File: config.mk
export PLATFORM = sky130hd
export DESIGN_NAME = postfix_stack_evaluator
export DESIGN_NICKNAME = d
export VERILOG_FILES = /design/src/rtl/psev_pkg.sv /design/src/rtl/psev_front.sv /design/src/rtl/psev_back.sv /design/src/rtl/postfix_stack_evaluator.sv
export VERILOG_INCLUDE_DIRS = /design/src /design/src/rtl
export SDC_FILE = /design/constraint.sdc
export NUM_CORES = 2
export LEC_CHECK = 0
export BUFFER_PORTS_ARGS = -buffer_cell sky130_fd_sc_hd__buf_2
export CORE_MARGIN = 1
export CORE_UTILIZATION = 25
export CTS_CLUSTER_DIAMETER = 50
export CTS_CLUSTER_SIZE = 30
export DETAILED_ROUTE_END_ITERATION = 16
export PLACE_DENSITY_LB_ADDON = 0.15
export SYNTH_ARGS = -nofsm -noshare
export SYNTH_HDL_FRONTEND = slang
export SYNTH_SLANG_ARGS = --single-unit
File: constraint.sdc
create_clock -name clk -period 12.15 [get_ports clk]
set_clock_uncertainty 0.1 [all_clocks]
set_input_delay 0.6075 -clock clk [delete_from_list [all_inputs] [get_ports clk]]
set_output_delay 0.6075 -clock clk [all_outputs]
set_load 0.005 [all_outputs]
File: src/rtl/postfix_stack_evaluator_macros.svh
// Assertion macros for the postfix stack evaluator.
`ifndef POSTFIX_STACK_EVALUATOR_MACROS_SVH
`define POSTFIX_STACK_EVALUATOR_MACROS_SVH
`ifndef SYNTH
// Same-cycle implication, sampled on clk, off while rst_n is low
`define PSE_ASSERT(lbl, ante, cons, msg) \
  lbl: assert property (@(posedge clk) disable iff (!rst_n) (ante) |-> (cons)) \
    else $error(msg);
// Next-cycle implication, sampled on clk, off while rst_n is low
`define PSE_ASSERT_NEXT(lbl, ante, cons, msg) \
  lbl: assert property (@(posedge clk) disable iff (!rst_n) (ante) |=> (cons)) \
    else $error(msg);
`else
`define PSE_ASSERT(lbl, ante, cons, msg)
`define PSE_ASSERT_NEXT(lbl, ante, cons, msg)
`endif
`endif

File: src/rtl/psev_pkg.sv
// Shared types and constants of the postfix stack evaluator.
package psev_pkg;

  localparam int DATA_W          = 32;
  localparam int MODE_W          = 3;
  localparam int STATUS_W        = 2;
  localparam int STACK_DEPTH_DEF = 64;

  // Token queue between front and back
  localparam int QUEUE_DEPTH = 4;
  localparam int QPTR_W      = $clog2(QUEUE_DEPTH);
  localparam int QCNT_W      = $clog2(QUEUE_DEPTH + 1);

  typedef enum logic [MODE_W-1:0] {
    MODE_PUSH = 3'd0,
    MODE_ADD  = 3'd1,
    MODE_SUB  = 3'd2,
    MODE_MUL  = 3'd3,
    MODE_END  = 3'd4
  } mode_t;

  typedef enum logic [STATUS_W-1:0] {
    ST_OK        = 2'd0,
    ST_UNDERFLOW = 2'd1,
    ST_BAD_DEPTH = 2'd2,
    ST_OVERFLOW  = 2'd3
  } status_t;

  // One classified token as it sits in the queue
  typedef struct packed {
    mode_t                    mode;
    logic signed [DATA_W-1:0] operand;
  } token_t;

endpackage

File: src/rtl/psev_front.sv
// Token intake: accepts input transactions, drops meaningless modes, queues tokens.
module psev_front (
  input  logic                                  clk,
  input  logic                                  rst_n,
  input  logic                                  in_valid,
  output logic                                  in_stall,
  input  logic [psev_pkg::MODE_W-1:0]           in_mode,
  input  logic signed [psev_pkg::DATA_W-1:0]    in_operand,
  output logic                                  q_valid,
  output psev_pkg::token_t                      q_token,
  input  logic                                  q_pop
);

  psev_pkg::token_t                   fifo_r [psev_pkg::QUEUE_DEPTH];
  logic [psev_pkg::QPTR_W-1:0]        wr_ptr_r, wr_ptr_nxt;
  logic [psev_pkg::QPTR_W-1:0]        rd_ptr_r, rd_ptr_nxt;
  logic [psev_pkg::QCNT_W-1:0]        count_r, count_nxt;
  logic                               keep;
  logic                               push;
  logic                               pop;

  // Classify: only modes push through end are carried out
  always_comb begin
    unique case (in_mode)
      psev_pkg::MODE_PUSH, psev_pkg::MODE_ADD, psev_pkg::MODE_SUB,
      psev_pkg::MODE_MUL, psev_pkg::MODE_END: keep = 1'b1;
      default:                                 keep = 1'b0;
    endcase
  end

  assign in_stall = (count_r == psev_pkg::QCNT_W'(psev_pkg::QUEUE_DEPTH));
  assign push     = in_valid && !in_stall && keep;
  assign pop      = q_pop && q_valid;
  assign q_valid  = (count_r != '0);
  assign q_token  = fifo_r[rd_ptr_r];

  // Pointer and fill count update
  always_comb begin
    wr_ptr_nxt = push ? wr_ptr_r + 1'b1 : wr_ptr_r;
    rd_ptr_nxt = pop  ? rd_ptr_r + 1'b1 : rd_ptr_r;
    count_nxt  = count_r;
    if (push && !pop) begin
      count_nxt = count_r + 1'b1;
    end else if (pop && !push) begin
      count_nxt = count_r - 1'b1;
    end
  end

  always_ff @(posedge clk) begin
    if (!rst_n) begin
      wr_ptr_r <= '0;
      rd_ptr_r <= '0;
      count_r  <= '0;
    end else begin
      wr_ptr_r <= wr_ptr_nxt;
      rd_ptr_r <= rd_ptr_nxt;
      count_r  <= count_nxt;
    end
  end

  // Queue storage
  always_ff @(posedge clk) begin
    if (push) begin
      fifo_r[wr_ptr_r].mode    <= psev_pkg::mode_t'(in_mode);
      fifo_r[wr_ptr_r].operand <= in_operand;
    end
  end

endmodule

File: src/rtl/psev_back.sv
// Token execution: value stack with two top entries in registers, result register.
`include "postfix_stack_evaluator_macros.svh"

module psev_back #(
  parameter int STACK_DEPTH = psev_pkg::STACK_DEPTH_DEF
) (
  input  logic                                  clk,
  input  logic                                  rst_n,
  input  logic                                  q_valid,
  input  psev_pkg::token_t                      q_token,
  output logic                                  q_pop,
  output logic                                  out_valid,
  input  logic                                  out_stall,
  output logic signed [psev_pkg::DATA_W-1:0]    out_value,
  output logic [psev_pkg::STATUS_W-1:0]         out_status
);

  localparam int DW = $clog2(STACK_DEPTH + 1);
  localparam int EW = DW + 1;
  localparam int AW = $clog2(STACK_DEPTH);

  // Stack: tos/nos registers, third entry prefetched from memory
  logic [psev_pkg::DATA_W-1:0] mem [STACK_DEPTH];
  logic [psev_pkg::DATA_W-1:0] tos_r, tos_nxt;
  logic [psev_pkg::DATA_W-1:0] nos_r, nos_nxt;
  logic [psev_pkg::DATA_W-1:0] third_r;
  logic [DW-1:0]               depth_r, depth_nxt;
  logic                        failed_r, failed_nxt;
  logic [EW-1:0]               depth_e;
  logic [AW-1:0]               wr_addr;
  logic [AW-1:0]               rd_addr;
  logic                        mem_we, mem_re, third_fwd;
  logic [psev_pkg::DATA_W-1:0] alu_res;

  logic                        emit;
  logic [psev_pkg::DATA_W-1:0] res_value;
  psev_pkg::status_t           res_status;
  logic                        out_free;
  logic                        res_load;

  logic                        out_valid_r;
  logic [psev_pkg::DATA_W-1:0] out_value_r;
  psev_pkg::status_t           out_status_r;

  assign depth_e = {1'b0, depth_r};
  assign wr_addr = AW'(depth_e - EW'(2));
  assign rd_addr = AW'(depth_e - EW'(4));

  // Arithmetic on bottom (nos) and top (tos); low 32 bits wrap
  always_comb begin
    unique case (q_token.mode)
      psev_pkg::MODE_ADD: alu_res = nos_r + tos_r;
      psev_pkg::MODE_SUB: alu_res = nos_r - tos_r;
      default:            alu_res = nos_r * tos_r;
    endcase
  end

  // Effect of the token at the head of the queue
  always_comb begin
    emit       = 1'b0;
    res_value  = '0;
    res_status = psev_pkg::ST_OK;
    depth_nxt  = depth_r;
    failed_nxt = failed_r;
    tos_nxt    = tos_r;
    nos_nxt    = nos_r;
    mem_we     = 1'b0;
    mem_re     = 1'b0;
    third_fwd  = 1'b0;
    if (q_token.mode == psev_pkg::MODE_END) begin
      emit       = !failed_r;
      depth_nxt  = '0;
      failed_nxt = 1'b0;
      if (depth_r == DW'(1)) begin
        res_value = tos_r;
      end else begin
        res_status = psev_pkg::ST_BAD_DEPTH;
      end
    end else if (!failed_r) begin
      if (q_token.mode == psev_pkg::MODE_PUSH) begin
        if (depth_r == DW'(STACK_DEPTH)) begin
          emit       = 1'b1;
          res_status = psev_pkg::ST_OVERFLOW;
          failed_nxt = 1'b1;
        end else begin
          // nos spills to memory and becomes the third entry
          mem_we    = (depth_r >= DW'(2));
          third_fwd = 1'b1;
          nos_nxt   = tos_r;
          tos_nxt   = q_token.operand;
          depth_nxt = depth_r + 1'b1;
        end
      end else if (depth_r < DW'(2)) begin
        emit       = 1'b1;
        res_status = psev_pkg::ST_UNDERFLOW;
        failed_nxt = 1'b1;
      end else begin
        // operator: third entry moves up, refill third from memory
        tos_nxt   = alu_res;
        nos_nxt   = third_r;
        mem_re    = (depth_r > DW'(3));
        depth_nxt = depth_r - 1'b1;
      end
    end
  end

  assign out_free = !out_valid_r || !out_stall;
  assign q_pop    = q_valid && (!emit || out_free);
  assign res_load = q_pop && emit;

  // Control state
  always_ff @(posedge clk) begin
    if (!rst_n) begin
      depth_r     <= '0;
      failed_r    <= 1'b0;
      out_valid_r <= 1'b0;
    end else begin
      if (q_pop) begin
        depth_r  <= depth_nxt;
        failed_r <= failed_nxt;
      end
      if (res_load) begin
        out_valid_r <= 1'b1;
      end else if (!out_stall) begin
        out_valid_r <= 1'b0;
      end
    end
  end

  // Top-of-stack and result payload
  always_ff @(posedge clk) begin
    if (q_pop) begin
      tos_r <= tos_nxt;
      nos_r <= nos_nxt;
    end
    if (res_load) begin
      out_value_r  <= res_value;
      out_status_r <= res_status;
    end
  end

  // Stack memory, one write and one registered read
  always_ff @(posedge clk) begin
    if (q_pop && mem_we) begin
      mem[wr_addr] <= nos_r;
    end
    if (q_pop && third_fwd) begin
      third_r <= nos_r;
    end else if (q_pop && mem_re) begin
      third_r <= mem[rd_addr];
    end
  end

  assign out_valid  = out_valid_r;
  assign out_value  = out_value_r;
  assign out_status = out_status_r;

  `PSE_ASSERT(a_depth_bound, 1'b1, depth_r <= DW'(STACK_DEPTH), "stack depth beyond bound")
  `PSE_ASSERT(a_no_overwrite, out_valid_r && out_stall, !res_load, "pending result overwritten")
  `PSE_ASSERT_NEXT(a_third_fwd, q_pop && third_fwd && !failed_r && depth_r >= DW'(2), third_r == $past(nos_r), "third entry not forwarded on push")
  `PSE_ASSERT_NEXT(a_error_latch, res_load && (res_status == psev_pkg::ST_UNDERFLOW || res_status == psev_pkg::ST_OVERFLOW), failed_r, "error not latched")

endmodule

File: src/rtl/postfix_stack_evaluator.sv
// Top level of the postfix stack evaluator.
// Evaluates postfix expressions one token per input transaction and sustains one
// token per clock cycle unless out_stall holds back a result. With the queue empty
// and the result register free, the end token (or faulting token) is written into
// the queue at the accepting edge, executed from the queue head in the next cycle,
// and its result loaded into the result register that drives out_valid. The top
// two stack entries sit in registers and the third is kept prefetched from a
// single-port stack memory, so an operator never waits on a memory read; a 32x32
// multiplier keeping the low word sets the critical path. A four-entry token queue
// decouples intake from execution; in_stall rises only when that queue is full,
// which happens only while out_stall holds back a result.
module postfix_stack_evaluator #(
  parameter int STACK_DEPTH = psev_pkg::STACK_DEPTH_DEF
) (
  input  logic                                  clk,
  input  logic                                  rst_n,
  input  logic                                  in_valid,
  output logic                                  in_stall,
  input  logic [psev_pkg::MODE_W-1:0]           in_mode,
  input  logic signed [psev_pkg::DATA_W-1:0]    in_operand,
  output logic                                  out_valid,
  input  logic                                  out_stall,
  output logic signed [psev_pkg::DATA_W-1:0]    out_value,
  output logic [psev_pkg::STATUS_W-1:0]         out_status
);

  logic             q_valid;
  logic             q_pop;
  psev_pkg::token_t q_token;

  // Intake and token queue
  psev_front u_front (
    .clk        (clk),
    .rst_n      (rst_n),
    .in_valid   (in_valid),
    .in_stall   (in_stall),
    .in_mode    (in_mode),
    .in_operand (in_operand),
    .q_valid    (q_valid),
    .q_token    (q_token),
    .q_pop      (q_pop)
  );

  // Stack execution and result register
  psev_back #(
    .STACK_DEPTH (STACK_DEPTH)
  ) u_back (
    .clk        (clk),
    .rst_n      (rst_n),
    .q_valid    (q_valid),
    .q_token    (q_token),
    .q_pop      (q_pop),
    .out_valid  (out_valid),
    .out_stall  (out_stall),
    .out_value  (out_value),
    .out_status (out_status)
  );

endmodule
==> PnR_summary.wiki <==
{| class="wikitable"
! Metric !! Value
|-
| Number of nets with antenna violations after detailed routing || 0
|-
| Total negative setup slack || 0 ns
|-
| Initial core utilization || 25.1%
|-
| Critical path class || reg2reg
|-
| Crit-path most repeated cell || fa_1
|-
| Failing checks || design-rule violations
|-
| Clock sinks || 2336
|-
| First-pass DRT Iterations || 12
|-
| Number of CTS-inserted buffers || 312
|-
| Antenna violations before repair || 40
|-
| Mapped Cells || 7382
|-
| RSZ-0062 raised after global routing || no
|-
| Vias post-DR || 67200
|-
| TritonCTS clock tree || done
|-
| Congestion Overflow GR || 0
|-
| Headroom to the max-slew limit || 9.73%
|-
| Total routing usage reported by global routing || 19.4%
|-
| Post-detailed-placement half-perimeter wirelength || 242 mm
|-
| Detail-routed net length per standard cell || 31.3 um
|-
| Path type of the worst min-delay path || in2reg
|-
| Max Transition Viols Final || 0
|-
| Core ar. || 0.424 sq mm
|-
| Synthesized cell area || 0.106 sq mm
|-
| Number of DRC violations after detailed-routing iteration 0 || 7215
|-
| Post-detailed-routing wire length || 424 mm
|-
| Sequential element share of the synthesized area || 65.7%
|-
| Critical path peak fanout || 47
|-
| Transition at the pin with the smallest max-transition slack || 1.35 ns
|-
| Number of flops mapped to enable cells by yosys || 2318
|-
| Routed wire length on met2 || 197 mm
|-
| Arrival time at the worst endpoint || 9.12 ns
|-
| Post-CTS setup-driven buffer insertion count || 0
|-
| Worst Path Required || 12.60 ns
|-
| Crit path max-delay cell type || edfxtp_1
|-
| Startpoint type of the worst setup path || flip-flop
|-
| GP Congestion || 0.823
|-
| Top-area cell type share of the netlist area || 65.4%
|-
| Hold violation total from the final report || 0
|-
| Maximum count of clock buffers along a single path || 4
|-
| Critical Path Max Stage Delay || 0.80 ns
|-
| Clk pin slew, worst setup/hold paths || 0.06 ns
|-
| Critical Path, Cell by Cell || buf_4 -> buf_4 -> and2_1 -> fa_1 -> fa_1 -> fa_1 -> inv_1 -> fa_1 -> inv_1 -> fa_1 -> fa_1 -> fa_1 -> fa_1 -> ha_1 -> a21oi_1 -> o31ai_1 -> a21oi_1 -> o21ai_0 -> a21o_1 -> a21oi_1 -> xor2_1 -> a221oi_1
|-
| Non-filler cells in the finished layout || 13600
|-
| Vias per inst || 4.95
|-
| Total of endpoints with negative setup slack in the final report || 0
|-
| Count of input and output buffers || 74
|-
| Mean post-synth cell area || 14.4 sq um
|-
| Area overhead of the layout relative to synthesis || 18.7%
|-
| Mapped Nets || 7999
|-
| Most frequent cells after synthesis || 2318 x edfxtp_1, 693 x nand2_1, 410 x fa_1
|-
| Most repeated cell in the gate-level netlist after synthesis || edfxtp_1
|-
| Fraction of layout cells with a size suffix above 1 || 14.5%
|-
| Top routing layer used || met5
|-
| Height of the die || 654 um
|-
| Achievable clock frequency || 115 MHz
|-
| Via count of the first global-routing pass || 69400
|-
| Top FF cell, synth || edfxtp_1
|-
| Type of element capturing the critical path || flip-flop
|-
| First-pass GRT wire length || 582 mm
|-
| Placed Cells || 12900
|-
| Leading cell types by total area after synthesis || edfxtp_1 65%, fa_1 7.7%, nand2_1 2.4%
|-
| Length of routed met3 wiring || 24.1 mm
|-
| Maximum number of pins on one net before global-route repair || 75
|-
| CTS Root Cell || clkbuf_16
|-
| Clock Latency Late Sink || 0.93 ns
|-
| Count of unique library cells instantiated by Yosys || 70
|-
| I/O pin total || 75
|-
| Std-Cell Rows || 239
|-
| CTS HTree Levels || 5
|-
| Cell taking the most area after synthesis || edfxtp_1
|-
| NumNets Final || 8245
|-
| Horizontal die dimension || 654 um
|-
| Die outline area || 0.428 sq mm
|-
| Remaining routing DRC violations || 22
|-
| Final min period || 8.67 ns
|-
| Async SR Flop Fraction || 0%
|-
| Number of warnings reported in the yosys synthesis log || 0
|-
| Routed metal-1 wire length || 193 mm
|-
| Post-synthesis register bit count || 2336
|-
| Post-layout utilization of the core || 29.8%
|-
| Max-capacitance violation count || 0
|-
| Status || complete, but fails checks
|-
| Share of the clock period used by the worst path after layout || 71.4%
|}
[per-stage QoR]
stage	cell area, sq um	hold slack, ns	setup WS, ns
finish	126000	0.138	3.48
global route	126000	0.118	3.23
detailed placement	115000	0.410	3.54
global placement	115000	0.383	3.51
floorplan	106000	0.368	2.90
CTS	126000	0.0824	3.49
[flip-flops by register name, indices dropped and copies added, names as in the netlist, named ones only]
register	flops
u_back.depth_r	7
u_back.failed_r	1
u_back.mem	2048
u_back.nos_r	32
u_back.out_status	2
u_back.out_valid	1
u_back.out_value	32
u_back.third_r	32
u_back.tos_r	32
u_front.count_r	3
u_front.fifo_r	140
u_front.rd_ptr_r	2
u_front.wr_ptr_r	2
[area by class of cell]
cell class	instances	area (sq um)
fill	42400	297000
sequential	2336	70000
multi-input combinational	4183	34000
clock buffer	343	8040
tap	5663	7090
timing repair buffer	394	3060
clock inverter	229	2520
inverter	401	1510
antenna	21	52.6
[critical path, delay by kind of cell (launching register included)]
kind            cells  cell delay, ns
fa+ha+maj           9            4.37
flops               1            0.80
simple gates        1            0.26
compound gates      7            1.22
buf+inv             4            1.24
xor+xnor            1            0.22
[path summary, 6_finish.rpt]
kind,start,end,slack [ns],depth (start not counted)
max reg2reg,u_back.nos_r[20],u_back.tos_r[30],3.48,22
min reg2reg,u_front.count_r[2],u_front.count_r[2],0.42,2
min,rst_n,u_back.depth_r[1],0.14,3
max,u_back.nos_r[20],u_back.tos_r[30],3.48,22
[kinds of logic after synthesis]
| logic type | count (synthesis) | share of synthesized area (%) |
|---|---|---|
| flops | 2336 | 65.7 |
| simple gates | 1642 | 7.11 |
| compound gates | 1491 | 9.29 |
| buf+inv | 863 | 3.07 |
| fa+ha+maj | 578 | 9.69 |
| mux | 322 | 3.86 |
| xor+xnor | 150 | 1.23 |
[routing by layer]
metal  track usage, %  up-vias
met5                0        -
met2             31.6     2327
met4             4.83        2
li1                 -    28100
met1             27.3    36300
met3             2.61      492
[placed cells by master, fill, tap and decap left out, drive strengths merged, types with 24 or more instances in the layout]
master / instances
nand4: 44
o31ai: 39
o21ai: 306
clkinv: 113
ha: 168
a311oi: 49
a221oi: 167
a22oi: 316
fa: 410
xor2: 56
bufinv: 27
nor2: 311
nor3: 52
edfxtp: 2318
dlygate4sd3: 36
mux4: 65
clkinvlp: 31
inv: 459
mux2: 53
a31oi: 24
clkbuf: 343
a211oi: 46
buf: 358
a21oi: 374
nand2: 693
nand3: 126
and2: 351
xnor2: 94
mux2i: 204
a22o: 40
[what timing repair did]
item | in CTS | in global routing
endpoints found under the hold margin | 141 | 0
gates resized for setup | 0 | 0
hold buffers | 36 | 0
Power is not shown: default switching activity piles up to over one toggle a cycle in this logic, so the estimate is an artifact.
